### config.mk
export PLATFORM = sky130hd
export DESIGN_NAME = cpu_alu_with_bcd_adjust_flat
export DESIGN_NICKNAME = d
export VERILOG_FILES = /design/src/rtl/core/alubcd_pkg.sv /design/src/rtl/core/alubcd_if.sv /design/src/rtl/core/cpu_alu_with_bcd_adjust.sv /design/src/flat_wrapper.sv
export SDC_FILE = /design/constraint.sdc
export NUM_CORES = 1
export LEC_CHECK = 0
export BUFFER_PORTS_ARGS = -buffer_cell sky130_fd_sc_hd__buf_2
export CELL_PAD_IN_SITES_DETAIL_PLACEMENT = 1
export CELL_PAD_IN_SITES_GLOBAL_PLACEMENT = 1
export CORE_ASPECT_RATIO = 0.9
export CORE_UTILIZATION = 50
export CTS_CLUSTER_DIAMETER = 40
export CTS_CLUSTER_SIZE = 28
export DETAILED_ROUTE_END_ITERATION = 8
export PLACE_DENSITY_LB_ADDON = 0.12
export SLEW_MARGIN = 20
export SYNTH_ARGS = -nofsm -noshare
export SYNTH_HDL_FRONTEND = slang
export SYNTH_SLANG_ARGS = --single-unit
### constraint.sdc
create_clock -name i_clk -period 5.8 [get_ports i_clk]
set_input_delay 0.29 -clock i_clk [delete_from_list [all_inputs] [get_ports i_clk]]
set_output_delay 0.29 -clock i_clk [all_outputs]
set_load 0.01 [all_outputs]
### src/rtl/core/alubcd_pkg.sv
// Package: action codes, field widths and word types of the BCD-capable ALU.
`default_nettype none

package alubcd_pkg;

    localparam int ActW  = 5;
    localparam int DataW = 16;
    localparam int ByteW = 8;

    typedef logic [ActW-1:0]  t_action;
    typedef logic [DataW-1:0] t_data;
    typedef logic [ByteW-1:0] t_byte;

    localparam t_action ACT_ADD   = 5'd0;
    localparam t_action ACT_ADC   = 5'd1;
    localparam t_action ACT_SUB   = 5'd2;
    localparam t_action ACT_SBC   = 5'd3;
    localparam t_action ACT_AND   = 5'd4;
    localparam t_action ACT_XOR   = 5'd5;
    localparam t_action ACT_OR    = 5'd6;
    localparam t_action ACT_CP    = 5'd7;
    localparam t_action ACT_INC8  = 5'd8;
    localparam t_action ACT_DEC8  = 5'd9;
    localparam t_action ACT_DAA   = 5'd10;
    localparam t_action ACT_CPL   = 5'd11;
    localparam t_action ACT_SCF   = 5'd12;
    localparam t_action ACT_CCF   = 5'd13;
    localparam t_action ACT_ADD16 = 5'd14;
    localparam t_action ACT_SPE8  = 5'd15;
    localparam t_action ACT_INC16 = 5'd16;
    localparam t_action ACT_DEC16 = 5'd17;

    // BCD adjust constants
    localparam t_byte BCD_MAX_BYTE = 8'h99;
    localparam t_byte BCD_FIX_HI   = 8'h60;
    localparam t_byte BCD_FIX_LO   = 8'h06;
    localparam logic [3:0] BCD_MAX_NIB = 4'h9;

    typedef struct packed {
        t_action action;
        t_data   operand_a;
        t_data   operand_b;
        logic    zero_in;
        logic    subtract_in;
        logic    half_carry_in;
        logic    carry_in;
    } t_in_word;

    typedef struct packed {
        t_data result;
        logic  zero_out;
        logic  subtract_out;
        logic  half_carry_out;
        logic  carry_out;
    } t_out_word;

endpackage

`default_nettype wire

### src/rtl/core/alubcd_if.sv
// Interfaces: operation request channel and result channel of the ALU.
`default_nettype none

interface alubcd_in_if;
    logic                   valid;
    logic                   ready;
    alubcd_pkg::t_action    action;
    alubcd_pkg::t_data      operand_a;
    alubcd_pkg::t_data      operand_b;
    logic                   zero_in;
    logic                   subtract_in;
    logic                   half_carry_in;
    logic                   carry_in;

    modport source (
        output valid, action, operand_a, operand_b,
               zero_in, subtract_in, half_carry_in, carry_in,
        input  ready
    );
    modport sink (
        input  valid, action, operand_a, operand_b,
               zero_in, subtract_in, half_carry_in, carry_in,
        output ready
    );
endinterface

interface alubcd_out_if;
    logic                   valid;
    logic                   ready;
    alubcd_pkg::t_data      result;
    logic                   zero_out;
    logic                   subtract_out;
    logic                   half_carry_out;
    logic                   carry_out;

    modport source (
        output valid, result, zero_out, subtract_out, half_carry_out, carry_out,
        input  ready
    );
    modport sink (
        input  valid, result, zero_out, subtract_out, half_carry_out, carry_out,
        output ready
    );
endinterface

`default_nettype wire

### src/rtl/core/cpu_alu_with_bcd_adjust.sv
// Top level: flag-accurate 8/16-bit CPU ALU with decimal adjust, two register stages.
// Takes one operation word per cycle on i_in, while i_in.ready is high, and returns one
// result word with the new Z/N/H/C flags on o_out. An accepted word sits in the input
// register, crosses the ALU logic and lands in the result register once that register
// is free or being drained; o_out.valid rises when it lands there. Each stage advances
// whenever the stage after it is empty or being drained, so i_in.ready drops only when
// both stages hold words and o_out.ready is low. 8-bit operations use the low bytes of
// the operands and return their result in the low byte with the high byte zero; the
// 16-bit add and 16-bit inc/dec use the full operands, and stack-pointer-plus-offset
// adds the sign-extended low byte of operand_b to the full operand_a.
// Undefined action codes pass operand_a through with all flags unchanged.
// No state beyond the pipeline; nothing to configure.
`default_nettype none

module cpu_alu_with_bcd_adjust (
    input  wire            i_clk,
    input  wire            i_rst_n,
    alubcd_in_if.sink      i_in,
    alubcd_out_if.source   o_out
);

    // pipeline control
    logic                  r_in_vld;
    logic                  r_out_vld;
    logic                  in_ready;
    logic                  mid_move;

    alubcd_pkg::t_in_word  r_in;
    alubcd_pkg::t_out_word r_out;
    alubcd_pkg::t_out_word n_out;

    // result register free or being emptied this cycle
    assign mid_move = !r_out_vld || o_out.ready;
    // input register free or moving forward this cycle
    assign in_ready = !r_in_vld || mid_move;

    assign i_in.ready = in_ready;

    always_ff @(posedge i_clk) begin
        if (!i_rst_n) begin
            r_in_vld  <= 1'b0;
            r_out_vld <= 1'b0;
        end else begin
            if (in_ready) begin
                r_in_vld <= i_in.valid;
            end
            if (mid_move) begin
                r_out_vld <= r_in_vld;
            end
        end
    end

    always_ff @(posedge i_clk) begin
        if (i_in.valid && in_ready) begin
            r_in.action        <= i_in.action;
            r_in.operand_a     <= i_in.operand_a;
            r_in.operand_b     <= i_in.operand_b;
            r_in.zero_in       <= i_in.zero_in;
            r_in.subtract_in   <= i_in.subtract_in;
            r_in.half_carry_in <= i_in.half_carry_in;
            r_in.carry_in      <= i_in.carry_in;
        end
        if (mid_move && r_in_vld) begin
            r_out <= n_out;
        end
    end

    // ALU datapath
    alubcd_pkg::t_byte a8;
    alubcd_pkg::t_byte b8;
    logic              cin;
    logic [8:0]        sum8;     // 8-bit add with carry out
    logic [4:0]        sum4;     // low-nibble add for half carry
    logic [8:0]        dif8;     // 8-bit subtract, bit 8 is borrow
    logic [4:0]        dif4;     // low-nibble subtract, bit 4 is half borrow
    logic [16:0]       sum16;    // 16-bit add with carry out
    logic [12:0]       sum12;    // bits 11:0 add for 16-bit half carry
    alubcd_pkg::t_data sp_sum;   // SP plus sign-extended offset
    logic [8:0]        sp_lo8;
    logic [4:0]        sp_lo4;
    alubcd_pkg::t_byte bcd_fix;
    alubcd_pkg::t_byte bcd_res;
    logic              bcd_c;
    alubcd_pkg::t_byte r8;

    always_comb begin
        a8 = r_in.operand_a[7:0];
        b8 = r_in.operand_b[7:0];
        // carry only enters for adc and sbc
        cin = r_in.carry_in &&
              (r_in.action == alubcd_pkg::ACT_ADC || r_in.action == alubcd_pkg::ACT_SBC);

        sum8 = {1'b0, a8} + {1'b0, b8} + {8'd0, cin};
        sum4 = {1'b0, a8[3:0]} + {1'b0, b8[3:0]} + {4'd0, cin};
        dif8 = {1'b0, a8} - {1'b0, b8} - {8'd0, cin};
        dif4 = {1'b0, a8[3:0]} - {1'b0, b8[3:0]} - {4'd0, cin};

        sum16 = {1'b0, r_in.operand_a} + {1'b0, r_in.operand_b};
        sum12 = {1'b0, r_in.operand_a[11:0]} + {1'b0, r_in.operand_b[11:0]};

        sp_sum = r_in.operand_a + {{8{b8[7]}}, b8};
        sp_lo8 = {1'b0, r_in.operand_a[7:0]} + {1'b0, b8};
        sp_lo4 = {1'b0, r_in.operand_a[3:0]} + {1'b0, b8[3:0]};

        // decimal adjust: add-side corrections test the raw value, sub-side only flags
        bcd_fix = '0;
        if (!r_in.subtract_in) begin
            bcd_c = r_in.carry_in || (a8 > alubcd_pkg::BCD_MAX_BYTE);
            if (bcd_c) begin
                bcd_fix = bcd_fix | alubcd_pkg::BCD_FIX_HI;
            end
            if (r_in.half_carry_in || (a8[3:0] > alubcd_pkg::BCD_MAX_NIB)) begin
                bcd_fix = bcd_fix | alubcd_pkg::BCD_FIX_LO;
            end
            bcd_res = a8 + bcd_fix;
        end else begin
            bcd_c = r_in.carry_in;
            if (r_in.carry_in) begin
                bcd_fix = bcd_fix | alubcd_pkg::BCD_FIX_HI;
            end
            if (r_in.half_carry_in) begin
                bcd_fix = bcd_fix | alubcd_pkg::BCD_FIX_LO;
            end
            bcd_res = a8 - bcd_fix;
        end

        // defaults: pass operand_a, keep flags
        r8                   = '0;
        n_out.result         = r_in.operand_a;
        n_out.zero_out       = r_in.zero_in;
        n_out.subtract_out   = r_in.subtract_in;
        n_out.half_carry_out = r_in.half_carry_in;
        n_out.carry_out      = r_in.carry_in;

        unique case (r_in.action) inside
            alubcd_pkg::ACT_ADD, alubcd_pkg::ACT_ADC: begin
                r8                   = sum8[7:0];
                n_out.result         = {8'd0, r8};
                n_out.zero_out       = (r8 == '0);
                n_out.subtract_out   = 1'b0;
                n_out.half_carry_out = sum4[4];
                n_out.carry_out      = sum8[8];
            end
            alubcd_pkg::ACT_SUB, alubcd_pkg::ACT_SBC, alubcd_pkg::ACT_CP: begin
                r8                   = dif8[7:0];
                // compare leaves the accumulator as it was
                n_out.result         = (r_in.action == alubcd_pkg::ACT_CP) ?
                                       {8'd0, a8} : {8'd0, r8};
                n_out.zero_out       = (r8 == '0);
                n_out.subtract_out   = 1'b1;
                n_out.half_carry_out = dif4[4];
                n_out.carry_out      = dif8[8];
            end
            alubcd_pkg::ACT_AND: begin
                r8                   = a8 & b8;
                n_out.result         = {8'd0, r8};
                n_out.zero_out       = (r8 == '0);
                n_out.subtract_out   = 1'b0;
                n_out.half_carry_out = 1'b1;
                n_out.carry_out      = 1'b0;
            end
            alubcd_pkg::ACT_XOR, alubcd_pkg::ACT_OR: begin
                r8                   = (r_in.action == alubcd_pkg::ACT_XOR) ?
                                       (a8 ^ b8) : (a8 | b8);
                n_out.result         = {8'd0, r8};
                n_out.zero_out       = (r8 == '0);
                n_out.subtract_out   = 1'b0;
                n_out.half_carry_out = 1'b0;
                n_out.carry_out      = 1'b0;
            end
            alubcd_pkg::ACT_INC8: begin
                r8                   = a8 + 8'd1;
                n_out.result         = {8'd0, r8};
                n_out.zero_out       = (r8 == '0);
                n_out.subtract_out   = 1'b0;
                n_out.half_carry_out = (a8[3:0] == 4'hF);
            end
            alubcd_pkg::ACT_DEC8: begin
                r8                   = a8 - 8'd1;
                n_out.result         = {8'd0, r8};
                n_out.zero_out       = (r8 == '0);
                n_out.subtract_out   = 1'b1;
                n_out.half_carry_out = (a8[3:0] == 4'h0);
            end
            alubcd_pkg::ACT_DAA: begin
                r8                   = bcd_res;
                n_out.result         = {8'd0, r8};
                n_out.zero_out       = (r8 == '0);
                n_out.half_carry_out = 1'b0;
                n_out.carry_out      = bcd_c;
            end
            alubcd_pkg::ACT_CPL: begin
                r8                   = ~a8;
                n_out.result         = {8'd0, r8};
                n_out.subtract_out   = 1'b1;
                n_out.half_carry_out = 1'b1;
            end
            alubcd_pkg::ACT_SCF, alubcd_pkg::ACT_CCF: begin
                n_out.result         = {8'd0, a8};
                n_out.subtract_out   = 1'b0;
                n_out.half_carry_out = 1'b0;
                n_out.carry_out      = (r_in.action == alubcd_pkg::ACT_SCF) ?
                                       1'b1 : !r_in.carry_in;
            end
            alubcd_pkg::ACT_ADD16: begin
                n_out.result         = sum16[15:0];
                n_out.subtract_out   = 1'b0;
                n_out.half_carry_out = sum12[12];
                n_out.carry_out      = sum16[16];
            end
            alubcd_pkg::ACT_SPE8: begin
                // flags come from the unsigned add of the low bytes
                n_out.result         = sp_sum;
                n_out.zero_out       = 1'b0;
                n_out.subtract_out   = 1'b0;
                n_out.half_carry_out = sp_lo4[4];
                n_out.carry_out      = sp_lo8[8];
            end
            alubcd_pkg::ACT_INC16: begin
                n_out.result         = r_in.operand_a + 16'd1;
            end
            alubcd_pkg::ACT_DEC16: begin
                n_out.result         = r_in.operand_a - 16'd1;
            end
            default: begin
                n_out.result         = r_in.operand_a;
            end
        endcase
    end

    assign o_out.valid          = r_out_vld;
    assign o_out.result         = r_out.result;
    assign o_out.zero_out       = r_out.zero_out;
    assign o_out.subtract_out   = r_out.subtract_out;
    assign o_out.half_carry_out = r_out.half_carry_out;
    assign o_out.carry_out      = r_out.carry_out;

endmodule

`default_nettype wire

### src/flat_wrapper.sv
// flat-port wrapper written by rule: the top's interface ports become plain ports
module cpu_alu_with_bcd_adjust_flat 
  (i_clk, i_rst_n, i_in_valid, i_in_action, i_in_operand_a, i_in_operand_b, i_in_zero_in, i_in_subtract_in, i_in_half_carry_in, i_in_carry_in, i_in_ready, o_out_valid, o_out_result, o_out_zero_out, o_out_subtract_out, o_out_half_carry_out, o_out_carry_out, o_out_ready);
  alubcd_in_if i_in_i ();
  alubcd_out_if o_out_i ();
  input  wire i_clk;
  input  wire i_rst_n;
  input wire logic [$bits(i_in_i.valid)-1:0] i_in_valid;
  input wire logic [$bits(i_in_i.action)-1:0] i_in_action;
  input wire logic [$bits(i_in_i.operand_a)-1:0] i_in_operand_a;
  input wire logic [$bits(i_in_i.operand_b)-1:0] i_in_operand_b;
  input wire logic [$bits(i_in_i.zero_in)-1:0] i_in_zero_in;
  input wire logic [$bits(i_in_i.subtract_in)-1:0] i_in_subtract_in;
  input wire logic [$bits(i_in_i.half_carry_in)-1:0] i_in_half_carry_in;
  input wire logic [$bits(i_in_i.carry_in)-1:0] i_in_carry_in;
  output wire logic [$bits(i_in_i.ready)-1:0] i_in_ready;
  output wire logic [$bits(o_out_i.valid)-1:0] o_out_valid;
  output wire logic [$bits(o_out_i.result)-1:0] o_out_result;
  output wire logic [$bits(o_out_i.zero_out)-1:0] o_out_zero_out;
  output wire logic [$bits(o_out_i.subtract_out)-1:0] o_out_subtract_out;
  output wire logic [$bits(o_out_i.half_carry_out)-1:0] o_out_half_carry_out;
  output wire logic [$bits(o_out_i.carry_out)-1:0] o_out_carry_out;
  input wire logic [$bits(o_out_i.ready)-1:0] o_out_ready;
  assign i_in_i.valid = i_in_valid;
  assign i_in_i.action = i_in_action;
  assign i_in_i.operand_a = i_in_operand_a;
  assign i_in_i.operand_b = i_in_operand_b;
  assign i_in_i.zero_in = i_in_zero_in;
  assign i_in_i.subtract_in = i_in_subtract_in;
  assign i_in_i.half_carry_in = i_in_half_carry_in;
  assign i_in_i.carry_in = i_in_carry_in;
  assign i_in_ready = i_in_i.ready;
  assign o_out_valid = o_out_i.valid;
  assign o_out_result = o_out_i.result;
  assign o_out_zero_out = o_out_i.zero_out;
  assign o_out_subtract_out = o_out_i.subtract_out;
  assign o_out_half_carry_out = o_out_i.half_carry_out;
  assign o_out_carry_out = o_out_i.carry_out;
  assign o_out_i.ready = o_out_ready;
  cpu_alu_with_bcd_adjust u_core (.i_clk(i_clk), .i_rst_n(i_rst_n), .i_in(i_in_i), .o_out(o_out_i));
endmodule
==> tab_implementation.tex, run 1 <==
\begin{tabular}{lr}
\hline
Metric & Value \\
\hline
\multicolumn{2}{l}{\textbf{Setup path}} \\
\quad Total buffers and inverters traversed by the critical path & 1 \\
\quad Beginning of the worst register-to-register path & u\_core.r\_in[38] \\
\quad Crit path launch type & register \\
\quad End of the critical path & u\_core.o\_out.result[12] \\
\quad Cell breakdown of the critical path & nor3\_2 -> nand2\_1 -> nor2\_1 -> buf\_4 -> a21oi\_1 -> ha\_1 -> nand2b\_1 -> a21oi\_1 -> o211ai\_1 -> a21o\_1 -> a31oi\_1 -> xor2\_1 -> a221oi\_2 -> nor2\_1 \\
\quad Family of cells with the greatest summed delay on the critical path & simple AND/OR/NAND/NOR gates \\
\quad Total number of cells along the worst setup path & 14 \\
\quad Peak fanout along the critical path & 30 \\
\quad Arrival @ worst endpoint & 5.10 ns \\
\quad Setup crit end kind & register \\
\quad Setup CP Type & reg2reg \\
\quad Setup slack, reg-to-reg & 0.80 ns \\
\quad Worst r2r path cells & 14 \\
\quad WP data required & 5.90 ns \\
\quad Critical path origin & u\_core.r\_in[38] \\
\quad Slowest cell on the critical path & edfxtp\_1 \\
\quad CP peak stage delay & 0.80 ns \\
\quad Endpoint of the worst-slack reg-to-reg timing path & u\_core.o\_out.result[12] \\
\multicolumn{2}{l}{\textbf{Yosys}} \\
\quad Asr flop ratio synth & 0\% \\
\quad Post-Syn Instances & 752 \\
\quad Sequential fraction of the synthesis area & 28.9\% \\
\quad Number of register bits inferred by synthesis & 63 \\
\quad Number of warnings issued by yosys & 0 \\
\quad Ys flop type & edfxtp\_1 \\
\quad Count of distinct cell types in the synthesized netlist & 74 \\
\quad Number of flops mapped to enable cells by yosys & 61 \\
\quad Syn\_nets & 872 \\
\quad Netlist area before placement & 6470 sq um \\
\quad Avg Inst Size Synth & 8.60 sq um \\
\multicolumn{2}{l}{\textbf{Floorplan}} \\
\quad Core area & 12600 sq um \\
\quad Die Span Y & 110 microns \\
\quad Effective utilization at floorplan & 51.2\% \\
\quad Total die area & 13400 sq um \\
\quad Number of top-level design ports & 67 \\
\quad Num rows & 39 \\
\quad X dimension of the die & 122 microns \\
\multicolumn{2}{l}{\textbf{Clock tree}} \\
\quad Clock edge transition at the registers on the reported setup and hold paths & 0.06 ns \\
\quad CTS tree & built \\
\quad Inserted Clock Buffers & 9 \\
\quad Buffers inserted during post-CTS setup optimization & 0 \\
\quad Clk root buf & clkbuf\_16 \\
\quad Count of clock tree sinks & 63 \\
\quad Cts hold-fix bufs & 0 \\
\quad Number of H-tree levels & 3 \\
\quad CTS resizes & 0 \\
\quad Clk buf depth & 2 \\
\quad Source-to-sink clock delay at the later pin of the worst-skew pair & 0.35 ns \\
\multicolumn{2}{l}{\textbf{Placement}} \\
\quad Gpl congestion & 1.01 \\
\quad Port buffer count & 66 \\
\quad Post-Place Cells & 953 \\
\quad Placed Instance Area & 6880 sq um \\
\quad HPWL after detailed placement & 19000 microns \\
\multicolumn{2}{l}{\textbf{STA}} \\
\quad Total count of max-transition violations in the final report & 0 \\
\quad Slew at the pin with the worst max-slew slack & 1.04 ns \\
\quad Setup-violating endpoint count in the final report & 0 \\
\quad Maximum clock rate & 200 MHz \\
\quad Setup TNS & 0 ns \\
\quad Setup repair after global routing missed its margin & no \\
\quad Slew margin rel. & 30.7\% \\
\quad Number of hold violations in the final report & 0 \\
\quad Clock skew & 0.00619 ns \\
\quad Crit path time final & 5.00 ns \\
\quad Final cycle utilization of the critical path & 86.2\% \\
\quad Minimum hold slack & 0.110 ns \\
\multicolumn{2}{l}{\textbf{Min path}} \\
\quad Class of the worst hold path & in2reg \\
\quad Hold depth & 1 \\
\multicolumn{2}{l}{\textbf{Routing}} \\
\quad Drt total wl & 25400 microns \\
\quad Length of routed met2 wiring & 11500 microns \\
\quad Routed length on met3 & 2140 microns \\
\quad Remaining antenna violation count after routing & 0 \\
\quad Top routing layer in use & met4 \\
\quad Post-DR vias/cell & 6.61 \\
\quad Remaining design rule violation count & 0 \\
\quad Number of detailed-route iterations in the first pass & 5 \\
\quad Starting DRC count in detailed routing & 673 \\
\quad Number of vias in the routed layout & 6402 \\
\quad Routed met1 length & 10400 microns \\
\quad Wire length per cell & 26.2 microns \\
\multicolumn{2}{l}{\textbf{Global routing}} \\
\quad Vias in the first global route & 6478 \\
\quad Antenna violations before repair & 0 \\
\quad Total overflow reported by the global router & 0 \\
\quad GRT Resource Usage Total & 38.6\% \\
\quad First-pass GRT wire length & 37600 microns \\
\quad Pin count of the biggest net entering global routing & 42 \\
\multicolumn{2}{l}{\textbf{Run status}} \\
\quad Outcome & completed \\
\multicolumn{2}{l}{\textbf{Pwr}} \\
\quad Pwr per Cell Area & 245 nW/um\^{}2 \\
\quad Overall power & 0.00177 W \\
\quad Max VDD drop & 0.226 mV \\
\quad Leakage power total & 2.91 nW \\
\multicolumn{2}{l}{\textbf{Finish}} \\
\quad Post-route cell area & 7220 sq um \\
\quad Final-stage net count & 920 \\
\quad Most used cells in the layout excluding fill and tap cells & ha\_1, nor2\_1, buf\_2 \\
\quad Synth-to-layout area growth & 11.6\% \\
\quad Antenna cells & 0 \\
\quad Non-Filler Instances & 969 \\
\quad Layout filler cell count & 1516 \\
\quad Layout cells sized above 1 & 13.4\% \\
\quad Leading cell type in the layout, fill and taps excluded & ha\_1 \\
\multicolumn{2}{l}{\textbf{Flow run}} \\
\quad Number of max-cap violations & 0 \\
\hline
\end{tabular}
[registers in the layout (all words and copies together) (netlist names)]
register and count:
u_core.a8 8, u_core.b8 8, u_core.o_out.carry_out 1, u_core.o_out.half_carry_out 1, u_core.o_out.result 16, u_core.o_out.subtract_out 1, u_core.o_out.valid 1, u_core.o_out.zero_out 1
u_core.r_in 25, u_core.r_in_vld 1
[power breakdown]
| part | internal (W) | leakage [nW] | switching, W |
|---|---|---|---|
| logic | 0.000210 | 2.15 | 0.000353 |
| registers | 0.000535 | 0.606 | 0.0000418 |
| clock network | 0.000399 | 0.158 | 0.000227 |
| total | 0.00114 | 2.91 | 0.000622 |
[cell type report]
type | instances | area (sq um) | area share (%)
clock buffer | 11 | 253 | 3.50
clock inverter | 5 | 80.1 | 1.11
inverter | 37 | 139 | 1.92
multi-input combinational | 618 | 4300 | 59.6
sequential | 63 | 1870 | 25.9
tap | 164 | 205 | 2.84
timing repair buffer | 71 | 368 | 5.10
[cells in the mapped netlist (4+ instances only)]
master / number / area (sq um)
inv_1: 37 / 139
o21bai_1: 4 / 30.0
a22oi_1: 4 / 30.0
and2_1: 6 / 37.5
nand4_1: 20 / 125
clkbuf_1: 17 / 63.8
and3_1: 4 / 25.0
xor2_1: 20 / 175
a31oi_1: 8 / 50.1
xnor2_1: 39 / 342
a21o_1: 17 / 128
nor3b_1: 4 / 30.0
fa_1: 4 / 80.1
buf_2: 12 / 60.1
o221ai_1: 5 / 43.8
or3_1: 4 / 25.0
nand2b_1: 14 / 87.6
o22ai_1: 4 / 25.0
a211oi_1: 15 / 113
edfxtp_1: 61 / 1830
nand2_1: 59 / 221
a2111oi_0: 4 / 35.0
nand3_1: 23 / 115
a221oi_1: 5 / 43.8
ha_1: 71 / 888
o211ai_1: 6 / 45.0
o21ai_0: 35 / 175
nor2b_1: 11 / 68.8
nor3_1: 28 / 140
o21ai_1: 8 / 40.0
a21oi_1: 62 / 310
nor2_1: 69 / 259
nor4_1: 6 / 37.5
o21a_1: 6 / 45.0
[per-layer routing]
layer  vias to the layer above  global-route usage (%)
met2                       355                    60.5
met3                        91                    7.83
met4                         0                    23.7
met1                      3075                    48.8
met5                         -                       0
li1                       2881                       -
[how the worst min path moves through the flow]
stage	start	slack, ns	to
after floorplan	i_in_operand_a[0]	0.39	u_core.a8[0]
after global placement	i_in_operand_a[5]	0.47	u_core.a8[5]
after detailed placement	i_in_operand_a[13]	0.47	u_core.r_in[33]
after CTS	i_in_operand_b[9]	0.10	u_core.r_in[13]
after global routing	i_in_operand_a[9]	0.11	u_core.r_in[29]
final	i_in_operand_a[15]	0.11	u_core.r_in[35]
[logic make-up after synthesis]
group / share of synthesized area (%)
DFF: 28.9
AOI/OAI and AO/OA: 22.3
xor gates and xnor gates: 7.99
adders and majority gates: 15.0
muxes: 0.464
buffers and inverters: 4.64
and+or+nand+nor: 20.7
[stage by stage]
step | utilization [%] | setup slack (ns)
floorplan | - | 2.00
global placement | 54.5 | 1.21
detailed placement | 54.5 | 0.973
CTS | 57.1 | 0.936
global route | 57.1 | 0.633
finish | 57.1 | 0.798
(Power assumes the default switching activity.)
==> inputs of run 2 (changes only) <==
--- a/config.mk
+++ b/config.mk
@@ -5,7 +5,6 @@
 export SDC_FILE = /design/constraint.sdc
 export NUM_CORES = 1
 export LEC_CHECK = 0
-export BUFFER_PORTS_ARGS = -buffer_cell sky130_fd_sc_hd__buf_2
 export CELL_PAD_IN_SITES_DETAIL_PLACEMENT = 1
 export CELL_PAD_IN_SITES_GLOBAL_PLACEMENT = 1
 export CORE_ASPECT_RATIO = 0.9
@@ -13,6 +12,7 @@
 export CTS_CLUSTER_DIAMETER = 40
 export CTS_CLUSTER_SIZE = 28
 export DETAILED_ROUTE_END_ITERATION = 8
+export DONT_BUFFER_PORTS = 1
 export PLACE_DENSITY_LB_ADDON = 0.12
 export SLEW_MARGIN = 20
 export SYNTH_ARGS = -nofsm -noshare
==> constraint.sdc (replaced) <==
create_clock -name i_clk -period 5.3 [get_ports i_clk]
set_input_delay 0.265 -clock i_clk [delete_from_list [all_inputs] [get_ports i_clk]]
set_output_delay 0.265 -clock i_clk [all_outputs]
set_load 0.01 [all_outputs]
==> tab_implementation.tex, run 2 (synthesis gave the netlist of run 1 again) <==
\begin{tabular}{lr}
\hline
Metric & Value \\
\hline
\multicolumn{2}{l}{\textbf{Finish}} \\
\quad Synth-to-layout area growth & 7.76\% \\
\quad Max reg flops & 25 \\
\quad Layout filler cell count & 1459 \\
\quad Leading cell type in the layout, fill and taps excluded & ha\_1 \\
\quad Post-route cell area & 6970 sq um \\
\quad Antenna cells & 0 \\
\quad Non-Filler Instances & 917 \\
\quad Layout cells sized above 1 & 6.24\% \\
\quad Final-stage net count & 868 \\
\quad Top reg by flops & u\_core.r\_in \\
\quad Most used cells in the layout excluding fill and tap cells & ha\_1, nor2\_1, a21oi\_1 \\
\multicolumn{2}{l}{\textbf{STA}} \\
\quad Minimum hold slack & 0.0110 ns \\
\quad Final cycle utilization of the critical path & 81.4\% \\
\quad Setup-violating endpoint count in the final report & 0 \\
\quad Crit path time final & 4.31 ns \\
\quad Maximum clock rate & 232 MHz \\
\quad Total count of max-transition violations in the final report & 0 \\
\quad Slew at the pin with the worst max-slew slack & 1.02 ns \\
\quad Number of hold violations in the final report & 0 \\
\quad Slew margin rel. & 31.8\% \\
\quad Setup TNS & 0 ns \\
\quad Setup repair after global routing missed its margin & no \\
\quad Clock skew & 0.0137 ns \\
\multicolumn{2}{l}{\textbf{Setup path}} \\
\quad Slowest cell on the critical path & ha\_1 \\
\quad Total buffers and inverters traversed by the critical path & 2 \\
\quad WP data required & 5.37 ns \\
\quad Family of cells with the greatest summed delay on the critical path & compound AO/OA/AOI/OAI gates \\
\quad Most frequent cell on the critical path & ha\_1 \\
\quad Setup CP Type & reg2reg \\
\quad Arrival @ worst endpoint & 4.38 ns \\
\quad Cell breakdown of the critical path & buf\_4 -> inv\_1 -> ha\_1 -> o21ai\_0 -> a211o\_1 -> a21oi\_1 -> ha\_1 -> a21o\_1 -> ha\_1 -> a21o\_1 -> a31o\_2 -> xnor2\_1 -> nor2\_1 -> a211oi\_1 -> o32ai\_1 \\
\quad Setup crit end kind & register \\
\quad Crit path launch type & register \\
\quad CP peak stage delay & 0.38 ns \\
\quad Peak fanout along the critical path & 11 \\
\multicolumn{2}{l}{\textbf{Clock tree}} \\
\quad Count of clock tree sinks & 63 \\
\quad Number of H-tree levels & 3 \\
\quad Clk buf depth & 2 \\
\quad Inserted Clock Buffers & 9 \\
\quad Cts hold-fix bufs & 8 \\
\quad Buffers inserted during post-CTS setup optimization & 0 \\
\quad Clk root buf & clkbuf\_16 \\
\quad CTS tree & built \\
\quad CTS resizes & 0 \\
\quad Clock edge transition at the registers on the reported setup and hold paths & 0.06 ns \\
\quad Source-to-sink clock delay at the later pin of the worst-skew pair & 0.35 ns \\
\multicolumn{2}{l}{\textbf{Routing}} \\
\quad Number of detailed-route iterations in the first pass & 5 \\
\quad Remaining antenna violation count after routing & 0 \\
\quad Drt total wl & 24600 microns \\
\quad Number of vias in the routed layout & 6200 \\
\quad Remaining design rule violation count & 0 \\
\quad Post-DR vias/cell & 6.76 \\
\quad Starting DRC count in detailed routing & 482 \\
\quad Wire length per cell & 26.8 microns \\
\multicolumn{2}{l}{\textbf{Global routing}} \\
\quad GRT Resource Usage Total & 38.1\% \\
\quad First-pass GRT wire length & 37000 microns \\
\quad Routing usage on met3 & 8.87\% \\
\quad Antenna violations before repair & 0 \\
\quad Global routing usage on met2 & 58.7\% \\
\quad Pin count of the biggest net entering global routing & 42 \\
\quad Total overflow reported by the global router & 0 \\
\quad Vias in the first global route & 6348 \\
\quad Met1 Resource Use GR & 49.8\% \\
\quad Layer with the highest usage after global routing & met2 \\
\multicolumn{2}{l}{\textbf{Floorplan}} \\
\quad Number of top-level design ports & 67 \\
\quad Die Span Y & 110 microns \\
\quad Core area & 12600 sq um \\
\quad Effective utilization at floorplan & 51.2\% \\
\quad Total die area & 13400 sq um \\
\quad X dimension of the die & 122 microns \\
\quad Num rows & 39 \\
\multicolumn{2}{l}{\textbf{Run status}} \\
\quad Outcome & completed \\
\multicolumn{2}{l}{\textbf{Pwr}} \\
\quad Pwr per Cell Area & 263 nW/um\^{}2 \\
\quad Overall power & 0.00183 W \\
\quad Max VDD drop & 0.174 mV \\
\quad Leakage power total & 2.69 nW \\
\multicolumn{2}{l}{\textbf{Placement}} \\
\quad HPWL after detailed placement & 18700 microns \\
\quad Port buffer count & 0 \\
\quad Placed Instance Area & 6600 sq um \\
\quad Gpl congestion & 0.994 \\
\quad Post-Place Cells & 893 \\
\multicolumn{2}{l}{\textbf{Flow run}} \\
\quad Number of max-cap violations & 0 \\
\multicolumn{2}{l}{\textbf{Min path}} \\
\quad Class of the worst hold path & in2reg \\
\hline
\end{tabular}
-- run 2: cell count changes in the layout (fill, tap and decap cells not counted), sizes merged --
cell / delta
buf: -60
bufinv: -1
clkbuf: -1
clkinv: +1
clkinvlp: +1
dlygate4sd3: +8
-- run 2: area by class of cell --
class                   instances  area (sq um)  share of cell area, %
flip-flops and latches         63          1870                   26.9
repair buffers                 19           163                   2.33
clock buffers                  10           229                   3.28
clock inverters                 6          62.6                  0.898
inverters                      37           139                   1.99
well taps                     164           205                   2.94
multi-input cells             618          4300                   61.7
-- run 2: path summary, 6_finish.rpt --
path | start | end | slack, ns | cells after the start
hold reg to reg | u_core.r_in_vld | u_core.o_out.valid | 0.52 | 1
hold / removal | i_in_carry_in | u_core.r_in[0] | 0.01 | 0
setup reg to reg | u_core.a8[0] | u_core.o_out.zero_out | 0.99 | 15
setup / recovery | u_core.a8[0] | u_core.o_out.zero_out | 0.99 | 15
-- run 2: per-stage QoR --
stage          worst slack [ns]  utilization (%)
3_5_place_dp               1.13             52.2
6_report                  0.987             55.2
2_1_floorplan              1.50                -
5_1_grt                   0.789             55.2
4_1_cts                    1.06             55.2
3_3_place_gp               1.26             52.2
-- run 2: where the power goes --
group	switching, W	leakage (nW)	internal (W)
sequential	0.0000404	0.606	0.000587
clock	0.000232	0.134	0.000362
combinational	0.000391	1.95	0.000220
total	0.000664	2.69	0.00117
-- run 2: worst register-to-register path, delay by kind of cell, from the launching register on --
family / cells / cell delay [ns]
compound gates: 8 / 1.88
xor+xnor: 1 / 0.36
fa+ha+maj: 3 / 0.88
buf+inv: 2 / 0.45
flops: 1 / 0.36
simple gates: 1 / 0.10
-- run 2: layer usage --
layer	routed length, microns	up-vias
li1	-	2783
met1	10700	3040
met2	11000	308
met3	1840	69
met4	1090	0
met5	0	-
==> inputs of run 3 (changes only) <==
--- a/config.mk
+++ b/config.mk
@@ -8,7 +8,7 @@
 export CELL_PAD_IN_SITES_DETAIL_PLACEMENT = 1
 export CELL_PAD_IN_SITES_GLOBAL_PLACEMENT = 1
 export CORE_ASPECT_RATIO = 0.9
-export CORE_UTILIZATION = 50
+export CORE_UTILIZATION = 45
 export CTS_CLUSTER_DIAMETER = 40
 export CTS_CLUSTER_SIZE = 28
 export DETAILED_ROUTE_END_ITERATION = 8
==> constraint.sdc (replaced) <==
create_clock -name i_clk -period 3.75 [get_ports i_clk]
set_input_delay 0.1875 -clock i_clk [delete_from_list [all_inputs] [get_ports i_clk]]
set_output_delay 0.1875 -clock i_clk [all_outputs]
set_load 0.01 [all_outputs]
==> tab_implementation.tex, run 3 (synthesis gave the netlist of run 1 again) <==
\begin{tabular}{lr}
\hline
Metric & Value \\
\hline
\multicolumn{2}{l}{\textbf{Run status}} \\
\quad Outcome & completed \\
\multicolumn{2}{l}{\textbf{STA}} \\
\quad Crit path time final & 3.68 ns \\
\quad Maximum clock rate & 272 MHz \\
\quad Clock skew & 0.00739 ns \\
\quad Setup repair after global routing missed its margin & yes \\
\quad Final cycle utilization of the critical path & 98.1\% \\
\quad Setup-violating endpoint count in the final report & 0 \\
\quad Total count of max-transition violations in the final report & 0 \\
\quad Slew margin rel. & 31.9\% \\
\quad Number of hold violations in the final report & 0 \\
\quad Post-layout worst setup margin & 0.0711 ns \\
\quad Slew at the pin with the worst max-slew slack & 1.02 ns \\
\multicolumn{2}{l}{\textbf{Setup path}} \\
\quad Setup CP Type & reg2reg \\
\quad Setup crit end kind & register \\
\quad Endpoint of the worst-slack reg-to-reg timing path & u\_core.o\_out.result[7] \\
\quad Worst r2r path cells & 15 \\
\quad Arrival @ worst endpoint & 3.76 ns \\
\quad Setup slack, reg-to-reg & 0.07 ns \\
\quad WP data required & 3.83 ns \\
\quad Beginning of the worst register-to-register path & u\_core.a8[0] \\
\quad Peak fanout along the critical path & 3 \\
\quad Crit path launch type & register \\
\multicolumn{2}{l}{\textbf{Global routing}} \\
\quad GRT Resource Usage Total & 35.7\% \\
\quad Layer with the highest usage after global routing & met2 \\
\quad Routing usage on met3 & 8.49\% \\
\quad Antenna violations before repair & 1 \\
\quad Met1 Resource Use GR & 47.4\% \\
\quad Global routing usage on met2 & 56.6\% \\
\quad First-pass GRT wire length & 38200 microns \\
\quad Vias in the first global route & 6333 \\
\quad Pin count of the biggest net entering global routing & 42 \\
\quad Total overflow reported by the global router & 0 \\
\multicolumn{2}{l}{\textbf{Clock tree}} \\
\quad Number of H-tree levels & 3 \\
\quad Source-to-sink clock delay at the later pin of the worst-skew pair & 0.35 ns \\
\quad CTS tree & built \\
\quad Count of clock tree sinks & 63 \\
\quad Clock edge transition at the registers on the reported setup and hold paths & 0.06 ns \\
\quad Inserted Clock Buffers & 9 \\
\quad Clk root buf & clkbuf\_16 \\
\quad Clk buf depth & 2 \\
\multicolumn{2}{l}{\textbf{Pwr}} \\
\quad Max VDD drop & 0.210 mV \\
\quad Leakage power total & 3.02 nW \\
\quad Pwr per Cell Area & 348 nW/um\^{}2 \\
\multicolumn{2}{l}{\textbf{Finish}} \\
\quad Layout cells sized above 1 & 13.2\% \\
\quad Synth-to-layout area growth & 19.5\% \\
\quad Antenna cells & 0 \\
\quad Final-stage net count & 940 \\
\quad Max reg flops & 25 \\
\quad Non-Filler Instances & 1018 \\
\quad Most used cells in the layout excluding fill and tap cells & ha\_1, nor2\_1, edfxtp\_1 \\
\quad Share of the core filled with cells & 55.2\% \\
\quad Layout filler cell count & 1668 \\
\quad Top reg by flops & u\_core.r\_in \\
\quad Leading cell type in the layout, fill and taps excluded & ha\_1 \\
\multicolumn{2}{l}{\textbf{Routing}} \\
\quad Number of detailed-route iterations in the first pass & 7 \\
\quad Remaining antenna violation count after routing & 0 \\
\quad Post-DR vias/cell & 6.27 \\
\quad Starting DRC count in detailed routing & 641 \\
\quad Wire length per cell & 25.4 microns \\
\quad Remaining design rule violation count & 0 \\
\quad Number of vias in the routed layout & 6386 \\
\quad Drt total wl & 25900 microns \\
\multicolumn{2}{l}{\textbf{Min path}} \\
\quad Hold depth & 2 \\
\quad End of the worst hold path & u\_core.o\_out.valid \\
\quad Critical hold path startpoint & o\_out\_ready \\
\quad Class of the worst hold path & in2reg \\
\multicolumn{2}{l}{\textbf{Floorplan}} \\
\quad Core area & 14000 sq um \\
\quad Total die area & 14900 sq um \\
\quad Num rows & 41 \\
\quad Die Span Y & 116 microns \\
\quad X dimension of the die & 128 microns \\
\quad Number of top-level design ports & 67 \\
\quad Effective utilization at floorplan & 46.2\% \\
\multicolumn{2}{l}{\textbf{Placement}} \\
\quad Gpl congestion & 1.00 \\
\quad Post-Place Cells & 952 \\
\quad Placement Setup Slack & -0.349 ns \\
\quad Port buffer count & 0 \\
\quad HPWL after detailed placement & 19700 microns \\
\multicolumn{2}{l}{\textbf{Flow run}} \\
\quad Number of max-cap violations & 0 \\
\hline
\end{tabular}
==> run 3: cell types whose count changed in the layout (fill, tap and decap cells not counted), moves of 2 or more <==
cell and change:
ha_1 -4, nor2_1 -3, a21oi_1 -2, a211oi_2 +4, inv_1 -5, o21ai_0 -2
a211oi_1 -4, ha_2 +4, buf_4 +37, nor2_2 +3, inv_2 +5, dlygate4sd3_1 +35
==> run 3: how the worst max path moves through the flow <==
stage                       startpoint                       to  depth (start not counted)
final                     u_core.a8[0]   u_core.o_out.result[7]                         15
after global placement    u_core.a8[0]    u_core.o_out.zero_out                         14
after detailed placement  u_core.a8[0]    u_core.o_out.zero_out                         14
after floorplan           u_core.a8[1]   u_core.o_out.result[7]                         16
after global routing      u_core.b8[3]  u_core.o_out.result[15]                         16
after CTS                 u_core.a8[0]    u_core.o_out.zero_out                         14
==> run 3: final cells by class <==
type                       count  area [sq um]  area share, %
inverter                      37           139           1.80
multi-input combinational    618          4400           56.9
tap                          193           241           3.12
clock buffer                  10           229           2.96
clock inverter                 6          62.6          0.809
sequential                    63          1870           24.2
timing repair buffer          91           791           10.2
==> run 3: worst max-delay path, cell delays in order (launching register included) <==
cell and delay (ns):
edfxtp_1 0.42, inv_1 0.11, ha_2 0.25, o21ai_4 0.10, a211o_1 0.39, a21oi_4 0.22, ha_1 0.19, mux2i_2 0.08
ha_1 0.35, a21o_1 0.20, a31o_2 0.23, xnor2_2 0.17, a22o_1 0.25, a21o_1 0.19, a211oi_2 0.17, o21ai_1 0.10
==> run 3: layer usage <==
metal	vias to the layer above	routed length, microns
li1	2933	-
met4	2	656
met2	247	11800
met5	-	12
met1	3159	11700
met3	45	1710
==> run 3: per-stage QoR <==
stage	hold WS (ns)	total power, W	setup TNS [ns]	cell area, sq um
3_5_place_dp	0.286	0.00176	-0.635	6860
5_1_grt	0.129	0.00280	-0.0457	7730
3_3_place_gp	0.286	0.00173	-0.399	6860
4_1_cts	0.106	0.00265	0	7610
6_report	0.116	0.00269	0	7730
2_1_floorplan	0.286	0.00148	0	6470
==> run 3: where the power goes <==
| part | switching (W) | internal (W) |
|---|---|---|
| Clock | 0.000330 | 0.000512 |
| Sequential | 0.0000380 | 0.000829 |
| Combinational | 0.000596 | 0.000384 |
==> run 3: timing repair <==
action	CTS	global route
cloned	0	0
hold buffers	43	0
gates resized for setup	5	23
setup buffers	1	6
endpoints found under the hold margin	43	0
setup endpoints to repair	5	7
pin swaps	0	6
